===== src/sv/sldm_pkg.sv =====
// Shared definitions for the slew-limited differential mixer: register
// indexes, reset values, fixed field widths and the scaling-lane control bundle.
// No dependencies.
package sldm_pkg;

	// Fixed field widths
	localparam int STEP_BITS   = 15;
	localparam int LIMIT_BITS  = 16;
	localparam int OUT_BITS    = 18;
	localparam int CFG_IDX_BITS = 2;

	// Default width of the kept speed and turn values
	localparam int VALUE_WIDTH_DEF = 16;

	// Configuration register indexes
	localparam logic [CFG_IDX_BITS-1:0] REG_SPEED_STEP   = 2'd0;
	localparam logic [CFG_IDX_BITS-1:0] REG_TURN_STEP    = 2'd1;
	localparam logic [CFG_IDX_BITS-1:0] REG_MAX_VELOCITY = 2'd2;

	// Reset values: 0.10 and 0.25 in Q3.12, limit off
	localparam logic [STEP_BITS-1:0]  SPEED_STEP_RST   = 15'd410;
	localparam logic [STEP_BITS-1:0]  TURN_STEP_RST    = 15'd1024;
	localparam logic [LIMIT_BITS-1:0] MAX_VELOCITY_RST = 16'd0;

	// Sequencer commands to one scaling lane
	typedef struct packed {
		logic load;
		logic mul;
		logic div_load;
		logic div;
	} lane_ctl_t;

endpackage


===== src/sv/sldm_scale_lane.sv =====
// One scaling lane: bit-serial shift-add multiply of a magnitude by the limit,
// then a restoring division of the product by the largest magnitude.
// Depends on sldm_pkg.
module sldm_scale_lane #(
	parameter int VALUE_WIDTH = sldm_pkg::VALUE_WIDTH_DEF
) (
	input  logic                             clk,
	input  sldm_pkg::lane_ctl_t              ctl,
	input  logic [VALUE_WIDTH:0]             mag,
	input  logic [sldm_pkg::LIMIT_BITS-1:0]  lim,
	input  logic [VALUE_WIDTH:0]             divisor,
	output logic [sldm_pkg::LIMIT_BITS-1:0]  quot
);

	localparam int LB = sldm_pkg::LIMIT_BITS;
	localparam int MW = VALUE_WIDTH + 1;
	localparam int PW = MW + LB;

	logic [PW-1:0] mcand_q;
	logic [PW-1:0] acc_q;
	logic [LB-1:0] shf_q;
	logic [MW-1:0] rem_q;
	logic [MW:0]   trial;
	logic [MW:0]   diff;
	logic          ge;

	// One quotient bit per cycle; the partial remainder always stays below the divisor
	assign trial = {rem_q, shf_q[LB-1]};
	assign diff  = trial - {1'b0, divisor};
	assign ge    = trial >= {1'b0, divisor};
	assign quot  = shf_q;

	always_ff @(posedge clk) begin
		if (ctl.load) begin
			acc_q   <= '0;
			mcand_q <= PW'(mag);
			shf_q   <= lim;
		end else if (ctl.mul) begin
			if (shf_q[0]) begin
				acc_q <= acc_q + mcand_q;
			end
			mcand_q <= mcand_q << 1;
			shf_q   <= shf_q >> 1;
		end else if (ctl.div_load) begin
			// product < 2^LB * divisor, so the upper part already sits below the divisor
			rem_q <= acc_q[PW-1:LB];
			shf_q <= acc_q[LB-1:0];
		end else if (ctl.div) begin
			rem_q <= ge ? diff[MW-1:0] : trial[MW-1:0];
			shf_q <= {shf_q[LB-2:0], ge};
		end
	end

endmodule


===== src/sv/slew_limited_differential_mixer.sv =====
// Top level of the slew-limited differential drive mixer: configuration
// registers, slew limiter, mixer, sequencer and two scaling lanes.
// Depends on sldm_pkg and sldm_scale_lane.
//
// Usage
//   Input channel (in_valid/in_ready) carries one request per control tick:
//   target_speed and target_turn, signed Q3.12. The kept speed and turn move
//   toward their targets by at most speed_step / turn_step, are mixed into
//   left = -(speed + turn) and right = speed - turn, and, when max_velocity is
//   non-zero and the larger magnitude exceeds it, both are scaled by
//   max_velocity / largest with truncation toward zero (was_scaled set).
//   Output channel (out_valid/out_ready) returns one request per input request.
//   Configuration channel (cfg_valid/cfg_ready, cfg_index, cfg_data) is always
//   ready; index 0 speed_step, 1 turn_step, 2 max_velocity, others dropped.
//   From acceptance, a request passes through the mix and done states to out_valid
//   when no scaling is needed; when scaling, the 16-step serial multiply and the
//   16-step restoring division in each lane run in between. One request is in flight
//   at a time, so no new request is taken until the last one has left the done state.
//   Reset clears the kept speed and turn, loads steps of 0.10 and 0.25 and
//   disables the limit; no result is pending after reset.
//   Stall: a finished result waits in the output register while the next
//   request is accepted and worked on; that request holds in its last state
//   until the output register frees.
module slew_limited_differential_mixer #(
	parameter int VALUE_WIDTH = sldm_pkg::VALUE_WIDTH_DEF
) (
	input  logic                                  clk,
	input  logic                                  arst_n,
	// input channel
	input  logic                                  in_valid,
	output logic                                  in_ready,
	input  logic signed [VALUE_WIDTH-1:0]         target_speed,
	input  logic signed [VALUE_WIDTH-1:0]         target_turn,
	// output channel
	output logic                                  out_valid,
	input  logic                                  out_ready,
	output logic signed [sldm_pkg::OUT_BITS-1:0]  left_velocity,
	output logic signed [sldm_pkg::OUT_BITS-1:0]  right_velocity,
	output logic                                  was_scaled,
	// configuration channel
	input  logic                                  cfg_valid,
	output logic                                  cfg_ready,
	input  logic [sldm_pkg::CFG_IDX_BITS-1:0]     cfg_index,
	input  logic [sldm_pkg::LIMIT_BITS-1:0]       cfg_data
);

	localparam int SB  = sldm_pkg::STEP_BITS;
	localparam int LB  = sldm_pkg::LIMIT_BITS;
	localparam int OB  = sldm_pkg::OUT_BITS;
	// difference of two kept values, wide enough to compare against a step
	localparam int DW  = ((VALUE_WIDTH + 1 > SB + 1) ? VALUE_WIDTH + 1 : SB + 1) + 1;
	// mixed command width and magnitude width
	localparam int XW  = VALUE_WIDTH + 2;
	localparam int MW  = VALUE_WIDTH + 1;
	// compare width for magnitude against limit
	localparam int CW  = ((MW > LB) ? MW : LB) + 1;
	localparam int CNTW = $clog2(LB);

	typedef enum logic [2:0] {
		S_IDLE,
		S_MIX,
		S_MUL,
		S_DIVLD,
		S_DIV,
		S_DONE
	} state_t;

	state_t state_q;
	logic [CNTW-1:0] cnt_q;

	// configuration registers
	logic [SB-1:0] speed_step_q;
	logic [SB-1:0] turn_step_q;
	logic [LB-1:0] max_velocity_q;

	// kept state
	logic signed [VALUE_WIDTH-1:0] cur_speed_q;
	logic signed [VALUE_WIDTH-1:0] cur_turn_q;

	// mixed commands and scaling context
	logic signed [XW-1:0] left_q;
	logic signed [XW-1:0] right_q;
	logic [MW-1:0]        largest_q;
	logic                 scaled_q;

	// output register
	logic                 out_valid_q;
	logic signed [OB-1:0] left_out_q;
	logic signed [OB-1:0] right_out_q;
	logic                 was_scaled_q;

	logic accept;
	logic cnt_last;

	// slew limiter
	logic signed [DW-1:0]          spd_d, trn_d, spd_stp, trn_stp, spd_nx, trn_nx;
	logic signed [VALUE_WIDTH-1:0] next_speed, next_turn;

	// mixer
	logic signed [XW-1:0] left_w, right_w, left_abs, right_abs;
	logic [MW-1:0]        left_mag, right_mag, largest_w;
	logic                 scale_w;

	// lanes
	sldm_pkg::lane_ctl_t lane_ctl;
	logic [LB-1:0]       left_quot, right_quot;
	logic signed [OB-1:0] left_qx, right_qx, left_fin, right_fin;

	assign in_ready  = (state_q == S_IDLE);
	assign accept    = in_valid && in_ready;
	assign cfg_ready = 1'b1;
	assign cnt_last  = (cnt_q == CNTW'(LB - 1));

	assign out_valid      = out_valid_q;
	assign left_velocity  = left_out_q;
	assign right_velocity = right_out_q;
	assign was_scaled     = was_scaled_q;

	// Move each kept value toward its target by at most one step; land on it when near.
	always_comb begin
		spd_stp = $signed(DW'(speed_step_q));
		trn_stp = $signed(DW'(turn_step_q));
		spd_d   = DW'(target_speed) - DW'(cur_speed_q);
		trn_d   = DW'(target_turn) - DW'(cur_turn_q);

		if (spd_d > spd_stp) begin
			spd_nx = DW'(cur_speed_q) + spd_stp;
		end else if (spd_d < -spd_stp) begin
			spd_nx = DW'(cur_speed_q) - spd_stp;
		end else begin
			spd_nx = DW'(target_speed);
		end

		if (trn_d > trn_stp) begin
			trn_nx = DW'(cur_turn_q) + trn_stp;
		end else if (trn_d < -trn_stp) begin
			trn_nx = DW'(cur_turn_q) - trn_stp;
		end else begin
			trn_nx = DW'(target_turn);
		end

		next_speed = spd_nx[VALUE_WIDTH-1:0];
		next_turn  = trn_nx[VALUE_WIDTH-1:0];
	end

	// Mix the updated state; left is mirrored.
	always_comb begin
		left_w    = -(XW'(cur_speed_q) + XW'(cur_turn_q));
		right_w   = XW'(cur_speed_q) - XW'(cur_turn_q);
		left_abs  = left_w[XW-1] ? -left_w : left_w;
		right_abs = right_w[XW-1] ? -right_w : right_w;
		left_mag  = left_abs[MW-1:0];
		right_mag = right_abs[MW-1:0];
		largest_w = (right_mag > left_mag) ? right_mag : left_mag;
		// strictly above the limit; a zero limit switches scaling off
		scale_w   = (max_velocity_q != '0) && (CW'(largest_w) > CW'(max_velocity_q));
	end

	always_comb begin
		lane_ctl.load     = (state_q == S_MIX);
		lane_ctl.mul      = (state_q == S_MUL);
		lane_ctl.div_load = (state_q == S_DIVLD);
		lane_ctl.div      = (state_q == S_DIV);
	end

	sldm_scale_lane #(.VALUE_WIDTH(VALUE_WIDTH)) u_lane_left (
		.clk     (clk),
		.ctl     (lane_ctl),
		.mag     (left_mag),
		.lim     (max_velocity_q),
		.divisor (largest_q),
		.quot    (left_quot)
	);

	sldm_scale_lane #(.VALUE_WIDTH(VALUE_WIDTH)) u_lane_right (
		.clk     (clk),
		.ctl     (lane_ctl),
		.mag     (right_mag),
		.lim     (max_velocity_q),
		.divisor (largest_q),
		.quot    (right_quot)
	);

	// Quotients are magnitudes; put the sign back so the result truncates toward zero.
	always_comb begin
		left_qx   = OB'(left_quot);
		right_qx  = OB'(right_quot);
		left_fin  = scaled_q ? (left_q[XW-1] ? -left_qx : left_qx) : OB'(left_q);
		right_fin = scaled_q ? (right_q[XW-1] ? -right_qx : right_qx) : OB'(right_q);
	end

	// Configuration writes
	always_ff @(posedge clk or negedge arst_n) begin
		if (!arst_n) begin
			speed_step_q   <= sldm_pkg::SPEED_STEP_RST;
			turn_step_q    <= sldm_pkg::TURN_STEP_RST;
			max_velocity_q <= sldm_pkg::MAX_VELOCITY_RST;
		end else if (cfg_valid && cfg_ready) begin
			unique case (cfg_index)
				sldm_pkg::REG_SPEED_STEP:   speed_step_q   <= cfg_data[SB-1:0];
				sldm_pkg::REG_TURN_STEP:    turn_step_q    <= cfg_data[SB-1:0];
				sldm_pkg::REG_MAX_VELOCITY: max_velocity_q <= cfg_data;
				default: ;
			endcase
		end
	end

	// Sequencer, kept state and output register
	always_ff @(posedge clk or negedge arst_n) begin
		if (!arst_n) begin
			state_q     <= S_IDLE;
			cnt_q       <= '0;
			cur_speed_q <= '0;
			cur_turn_q  <= '0;
			out_valid_q <= 1'b0;
		end else begin
			// drop the result once taken; the final step loads its own
			if (out_valid_q && out_ready && state_q != S_DONE) begin
				out_valid_q <= 1'b0;
			end

			unique case (state_q)
				S_IDLE: begin
					if (accept) begin
						cur_speed_q <= next_speed;
						cur_turn_q  <= next_turn;
						state_q     <= S_MIX;
					end
				end
				S_MIX: begin
					cnt_q   <= '0;
					state_q <= scale_w ? S_MUL : S_DONE;
				end
				S_MUL: begin
					if (cnt_last) begin
						cnt_q   <= '0;
						state_q <= S_DIVLD;
					end else begin
						cnt_q <= cnt_q + 1'b1;
					end
				end
				S_DIVLD: begin
					state_q <= S_DIV;
				end
				S_DIV: begin
					if (cnt_last) begin
						cnt_q   <= '0;
						state_q <= S_DONE;
					end else begin
						cnt_q <= cnt_q + 1'b1;
					end
				end
				S_DONE: begin
					// hold here until the output register is free
					if (!out_valid_q || out_ready) begin
						out_valid_q <= 1'b1;
						state_q     <= S_IDLE;
					end
				end
				default: state_q <= S_IDLE;
			endcase
		end
	end

	// Payload registers
	always_ff @(posedge clk) begin
		if (state_q == S_MIX) begin
			left_q    <= left_w;
			right_q   <= right_w;
			largest_q <= largest_w;
			scaled_q  <= scale_w;
		end
		if (state_q == S_DONE && (!out_valid_q || out_ready)) begin
			left_out_q   <= left_fin;
			right_out_q  <= right_fin;
			was_scaled_q <= scaled_q;
		end
	end

endmodule


===== config.mk =====
export PLATFORM = sky130hd
export DESIGN_NAME = slew_limited_differential_mixer
export DESIGN_NICKNAME = d
export VERILOG_FILES = /design/src/sv/sldm_pkg.sv /design/src/sv/sldm_scale_lane.sv /design/src/sv/slew_limited_differential_mixer.sv
export SDC_FILE = /design/constraint.sdc
export NUM_CORES = 1
export LEC_CHECK = 0
export BUFFER_PORTS_ARGS = -buffer_cell sky130_fd_sc_hd__buf_2
export CORE_ASPECT_RATIO = 0.9
export CORE_MARGIN = 2
export CORE_UTILIZATION = 30
export CTS_BUF_LIST = sky130_fd_sc_hd__clkbuf_16
export CTS_CLUSTER_SIZE = 20
export DETAILED_ROUTE_END_ITERATION = 8
export PLACE_DENSITY = 0.5
export SYNTH_ARGS = -nofsm -noshare
export SYNTH_HDL_FRONTEND = slang
export SYNTH_HIERARCHICAL = 1
export SYNTH_SLANG_ARGS = --single-unit

===== constraint.sdc =====
create_clock -name clk -period 10.1 [get_ports clk]
set_input_delay 2.02 -clock clk [delete_from_list [all_inputs] [get_ports clk]]
set_output_delay 2.02 -clock clk [all_outputs]
set_load 0.05 [all_outputs]

== Word-level counts from Yosys, hierarchy flattened ==
Cells that the tools add are included.
Word-level totals
  register bits: 374
  output and inout port bits: 40
  bits of input ports: 55
  logic and storage cells: 131
Cells by class
  muxes and demuxes: 40
  reduce and logical (&&, ||, !) cells: 23
  add/sub/neg operators: 20
  magnitude comparators: 8
  eq/ne operators: 13
  bitwise operators: 2
Operators by type and width (number)
  17-bit two-way mux: 13
  16-bit two-way mux: 12
  18-bit two-way mux: 4
  33-bit adder: 2
  17-bit by 16-bit greater-than comparator with 1-bit output: 3
  16-bit by 16-bit subtractor with 17-bit output: 3
  18-bit by 17-bit greater-or-equal comparator with 1-bit output: 2
  17-bit by 18-bit less-than comparator with 1-bit output: 2
  15-bit negator with 18-bit output: 2
  16-bit negator with 18-bit output: 2
  17-bit negator: 2
  17-bit subtractor: 2
  16-bit adder: 2
  16-bit subtractor: 2
  17-bit negator with 18-bit output: 1
  3-bit case mux with 6 select lines: 1
  16-bit by 16-bit adder with 17-bit output: 1
  17-bit greater-than comparator: 1
  16-bit nonzero test: 1
  3-bit two-way mux: 5
  2-bit AND reduction: 6
  4-bit case mux with 2 select lines: 1
  3-bit by 2-bit == test with 1-bit output (second input constant): 2
  3-bit == test (second input constant): 2
  other kinds (21): 32

== Longest topological paths before layout ==
  depth after elaboration: 10
  gate-level depth with buffers: 44
  depth with buffers taken out: 42

== Hierarchy ==
Netlist, hierarchy kept.
Modules (own cells, without submodules)
  slew_limited_differential_mixer: sequential area each 4802.1 µm², area each 17045.1 µm², cells each 1948, times used 1
  sldm_scale_lane at u_lane_left: sequential area each 2482.4 µm², area each 6924.1 µm², cells each 784, times used 1
  sldm_scale_lane at u_lane_right: sequential area each 2482.4 µm², area each 6837.8 µm², cells each 793, times used 1

== Worst setup path after synthesis ==
No wires, ideal clock.
  kind: reg2reg
  start: reg cur_turn_q[1]
  end: reg state_q[1]
  arrival: 7.549 ns
  data required time: 9.978 ns
  cell stages (with the launch flop): 42
  library setup time: 0.122 ns
  setup slack: 2.429 ns
  period minus slack after synthesis: 7.671 ns
  buffers on the path: 0
  cells stage by stage: dfrtp_1 > inv_1 > ha_1 > ha_1 > inv_1 > fa_1 > nand2b_1 > a211o_1 > a21oi_1 > o31ai_1 > o21ai_2 > clkinv_1 > mux2i_1 > ha_1 > o21a_1 > o21a_1 > o21a_1 > o21a_1 > [6 not listed] > o211ai_2 > o21a_1 > mux2_1 > ha_1 > nor2b_1 > o21a_1 > o21a_1 > o21a_1 > o21a_1 > o21a_1 > o21a_1 > o21a_1 > o21ai_0 > a21oi_1 > a31oi_1 > mux2i_1 > and2_1 > a21o_1
On the way
  elaborated cells between the ends (all ways): 13
  classes of those cells: add/sub (5); order compare (2); mux (5); reduce/logical (1)
RTL lines
  start, declared: RTL line slew_limited_differential_mixer.sv:78  | logic signed [VALUE_WIDTH-1:0] cur_turn_q;
  start signal, assigned: RTL line slew_limited_differential_mixer.sv:226  | cur_turn_q <= next_turn;
  16-bit by 16-bit adder with 17-bit output *: RTL line slew_limited_differential_mixer.sv:148  | left_w = -(XW'(cur_speed_q) + XW'(cur_turn_q));
  17-bit negator with 18-bit output *: RTL line slew_limited_differential_mixer.sv:148
  named net left_w[17]: RTL line slew_limited_differential_mixer.sv:100  | logic signed [XW-1:0] left_w, right_w, left_abs, right_abs;
  17-bit two-way mux *: RTL line slew_limited_differential_mixer.sv:150  | left_abs = left_w[XW-1] ? -left_w : left_w;
  17-bit greater-than comparator: RTL line slew_limited_differential_mixer.sv:154  | largest_w = (right_mag > left_mag) ? right_mag : left_mag;
  17-bit two-way mux *: RTL line slew_limited_differential_mixer.sv:154
  named net largest_w[1]: RTL line slew_limited_differential_mixer.sv:101  | logic [MW-1:0] left_mag, right_mag, largest_w;
  17-bit by 16-bit greater-than comparator with 1-bit output *: RTL line slew_limited_differential_mixer.sv:156  | scale_w = (max_velocity_q != '0) && (CW'(largest_w) > CW'(max_velocity_q));
  1-bit logical AND *: RTL line slew_limited_differential_mixer.sv:156
  named net scale_w: RTL line slew_limited_differential_mixer.sv:102  | logic scale_w;
  3-bit two-way mux *: RTL line slew_limited_differential_mixer.sv:232  | state_q <= scale_w ? S_MUL : S_DONE;
  3-bit case mux with 6 select lines *: RTL line slew_limited_differential_mixer.sv:222  | unique case (state_q)
  end signal, assigned: RTL line slew_limited_differential_mixer.sv:232
  end, declared: RTL line slew_limited_differential_mixer.sv:68  | state_t state_q;
Mark *: on every way through the listed nets, which the timed path passes. The rest lies on a longest branch.
A chain may end at the register's enable or synchronous reset.

== Worst setup path after layout ==
  start: reg cur_speed_q[0]
  end: reg state_q[1]
On the way
  elaborated cells between the ends (all ways): 13
  classes of those cells: add/sub (5); order compare (2); mux (5); reduce/logical (1)
RTL lines
  start, declared: RTL line slew_limited_differential_mixer.sv:77  | logic signed [VALUE_WIDTH-1:0] cur_speed_q;
  start signal, assigned: RTL line slew_limited_differential_mixer.sv:225  | cur_speed_q <= next_speed;
  16-bit by 16-bit subtractor with 17-bit output *: RTL line slew_limited_differential_mixer.sv:149  | right_w = XW'(cur_speed_q) - XW'(cur_turn_q);
  17-bit negator: RTL line slew_limited_differential_mixer.sv:151  | right_abs = right_w[XW-1] ? -right_w : right_w;
  17-bit two-way mux *: RTL line slew_limited_differential_mixer.sv:151
  named net right_abs[1]: RTL line slew_limited_differential_mixer.sv:100
  17-bit greater-than comparator: RTL line slew_limited_differential_mixer.sv:154
  17-bit two-way mux *: RTL line slew_limited_differential_mixer.sv:154
  named net largest_w[1]: RTL line slew_limited_differential_mixer.sv:101
  17-bit by 16-bit greater-than comparator with 1-bit output *: RTL line slew_limited_differential_mixer.sv:156
  1-bit logical AND *: RTL line slew_limited_differential_mixer.sv:156
  named net scale_w: RTL line slew_limited_differential_mixer.sv:102
  3-bit two-way mux *: RTL line slew_limited_differential_mixer.sv:232
  3-bit case mux with 6 select lines *: RTL line slew_limited_differential_mixer.sv:222
Marked as above.

==> run summary <==
The cell repeated most along the worst path is o21a_1. After detailed routing, the average wire length per cell comes to 21.04 um. The proportion of layout cells with a drive suffix above 1 works out to 9.393%. The most common library cell in the layout ignoring fill and taps was ha_1. The logs give 9.68 ns for the arrival time of the worst setup path and 25,290 for the via count of the first global-routing pass. Synthesis handed over a netlist of 3,525 instances.

Summed over all failing endpoints, the final setup total negative slack is 0 ns. Compared with the post-synthesis result, the final layout area differs by 11.76%. The run gives 0 as the final number of hold-violating endpoints.

After detailed routing, the total wire length is 104,500 um. Clock tree synthesis inserted a total of 47 buffers. The logs give 111 for the cell row count and 0 for the total overflow reported by the global router. The post-synthesis net count came out at 3,927. The routed layout has 26,560 vias. At the worst endpoint, the required time is 10.61 ns. The largest single stage delay on the critical path is 0.53 ns. In this run the worst hold path is classified as register to register.

In this run, distinct cell masters in the synthesized netlist total 102. The average instance in the mapped netlist occupies 8.740 um2. The count of nets left with antenna violations once routing finished came out at 0. The first TritonRoute pass finished after 5 iterations. The tree is rooted in a clkbuf_16.

The kind of launch point of the worst setup path was a register. The global-route usage over all layers is 19.59%, and the total of fill cells in the finished design is 10,680. The share of flip-flops with an asynchronous set or reset is 23.12%. The flow ran to the end, and the final reports show no timing, DRC or antenna violations.

Once the clock tree was built, the resizer swapped 0 gates to a different size. The number of synthesized flops with an enable pin is 188, and the number of antenna violations at the first check in global routing is 5. During I/O placement, the number of pins put on the boundary was 95.

The logs give 0 for the buffers inserted during post-CTS setup optimization and 0 for the total of endpoints with negative setup slack in the final report. The logs give 30.26% for the effective utilization at floorplan and 0.63 ns for the clock insertion delay at the later pin of the skew report. The transition time at the pin with the least slew margin works out to 1.126 ns.

The post-synthesis instance area was 30,810 um2; the maximum clock rate was 109.1 MHz. Measured against its own limit, the worst slew margin works out to 24.51%. The number of port buffers was 93. The detailed placer's ending HPWL is 80,860 um. Counting I/O delays and the setup requirement, the final critical path takes 9.168 ns.

For the level count of the clock H-tree, the log shows 2. The slowest stage of the critical path belongs to the cell o31ai_1. TritonCTS built the clock tree. By startpoint and endpoint, the worst setup path is classified as register to register. The tools report the count of routing violations after the opening detailed-route iteration as 2,090. The number of warnings printed during yosys synthesis is 6. The congestion estimate from routability-driven global placement came to 0.8975. In the routed design, unresolved DRC markers number 0. The TritonCTS sink count came out at 372.

The worst setup path is captured at a register. The synthesized design contains 372 register bits. In this run the worst path has a maximum fanout of 17. After detailed routing, the number of vias per cell comes to 5.346. The tool flagged a number of max-cap violations equal to 0. The total core area is 101,800 um2, and the final clock skew is 0.03306 ns.

The first-pass GRT wire length was 158,700 um; the width of the chip was 341.8 um. Of the synthesized area, sequential elements account for 31.70%. Number of max-slew violations in the final report: 0. Counting along the longest clock path gives a buffer depth of 3. Setup repair after global routing left no endpoint under its margin. For the floorplan die area, the log shows 105,300 um2. The share of the cycle needed by the critical path after routing was 90.77%; the number of nets in the final layout was 3,972. The hold buffer count at cts was 0. The clock transition at the registers of the reported paths came out at 0.06 ns.

The library cells used most frequently in the layout, excluding fill and tap cells, are ha_1 (335), a21oi_1 (308), nand2_1 (296). The die height was 308.0 um. Among all flip-flop cells after synthesis, the most frequent one is edfxtp_1. Entering global routing, the biggest net connects 121 pins.
[synthesized netlist by cell type (all sizes together) (67+ instances only)]
master    n  share of area [%]
inv     254                3.1
mux2i    78                2.5
nand3    71                1.2
a21o     81                2.0
dfrtp    80                6.5
ha      335                 14
o21ai   226                3.7
nand2   296                3.6
dfxtp    98                6.4
clkbuf  107                1.3
edfxtp  188                 18
mux2     77                2.8
xnor2   117                3.3
xor2     67                1.9
nor2    291                3.5
a21oi   308                5.0
[stage by stage]
stage	instances	instance area, um2	hold slack [ns]	setup slack [ns]	util, %
3_5_place_dp	4877	32750	0.4710	1.014	32.17
2_1_floorplan	3525	30810	0.4392	2.429	-
4_1_cts	4965	34420	0.4857	0.9773	33.81
6_report	4968	34430	0.4820	0.9324	33.82
5_1_grt	4965	34420	0.5026	0.1733	33.81
3_3_place_gp	4877	32750	0.4674	1.090	32.17
[cell families (layout without fill, tap and decap cells)]
kind of cell / after synthesis / in the layout / synth area share, %
AOI/OAI and AO/OA: 1046 / 1046 / 22.12
DFF: 372 / 372 / 31.70
xor gates and xnor gates: 188 / 188 / 5.564
other: 1 / 4 / 0.01217
and+or+nand+nor: 1028 / 1028 / 16.01
muxes: 155 / 155 / 5.361
buffers and inverters: 388 / 472 / 4.845
adders and majority gates: 347 / 347 / 14.39
[critical path: cells and delay by family (launching register included)]
kind,cells,cell delay (ns)
AOI/OAI and AO/OA,28,5.55
buffers and inverters,3,0.66
adders and majority gates,4,1.23
and+or+nand+nor,4,0.62
DFF,1,0.39
muxes,2,0.58
[sequential cells by signal, indices dropped and copies added, names as in the netlist]
name and cells:
u_lane_left/acc_q 33, u_lane_left/mcand_q 33, u_lane_right/acc_q 33, u_lane_right/mcand_q 33, left_velocity 18, right_velocity 18, left_q 17, right_q 17
u_lane_left/rem_q 17, u_lane_right/rem_q 17, cur_speed_q 16, cur_turn_q 16, largest_q 16, max_velocity_q 16, u_lane_left/quot 16, u_lane_right/quot 16
speed_step_q 15, turn_step_q 15, cnt_q 4, state_q 3, out_valid 1, scaled_q 1, was_scaled 1
[worst paths after layout]
path	slack, ns	start	depth (start not counted)	endpoint
worst max-delay path	0.93	cur_speed_q[0]	41	state_q[1]
worst min-delay path	0.48	u_lane_left/acc_q[0]	2	u_lane_left/acc_q[0]
worst max register to register	0.93	cur_speed_q[0]	41	state_q[1]
worst min register to register	0.48	u_lane_left/acc_q[0]	2	u_lane_left/acc_q[0]
max in group asynchronous	7.50	arst_n	2	cur_turn_q[0]
min in group asynchronous	1.40	arst_n	1	state_q[1]
[routing by layer]
metal,up-vias,track usage (%),part of all wire (%)
li1,13020,-,-
met1,12670,29.30,50
met2,719,28.44,41
met3,144,3.384,6.1
met4,4,5.635,2.8
met5,-,0,0.020
[final cells by class]
cell class	count	area (um2)	area share [%]
antenna	3	7.507	0.02180
clock buffer	47	1176	3.416
clock inverter	41	491.7	1.428
inverter	255	957.2	2.780
multi-input combinational	2765	19580	56.88
sequential	372	9767	28.37
tap	1356	1697	4.928
timing repair buffer	129	750.7	2.180
Power is not shown: default switching activity piles up to over one toggle a cycle in this logic, so the estimate is an artifact.
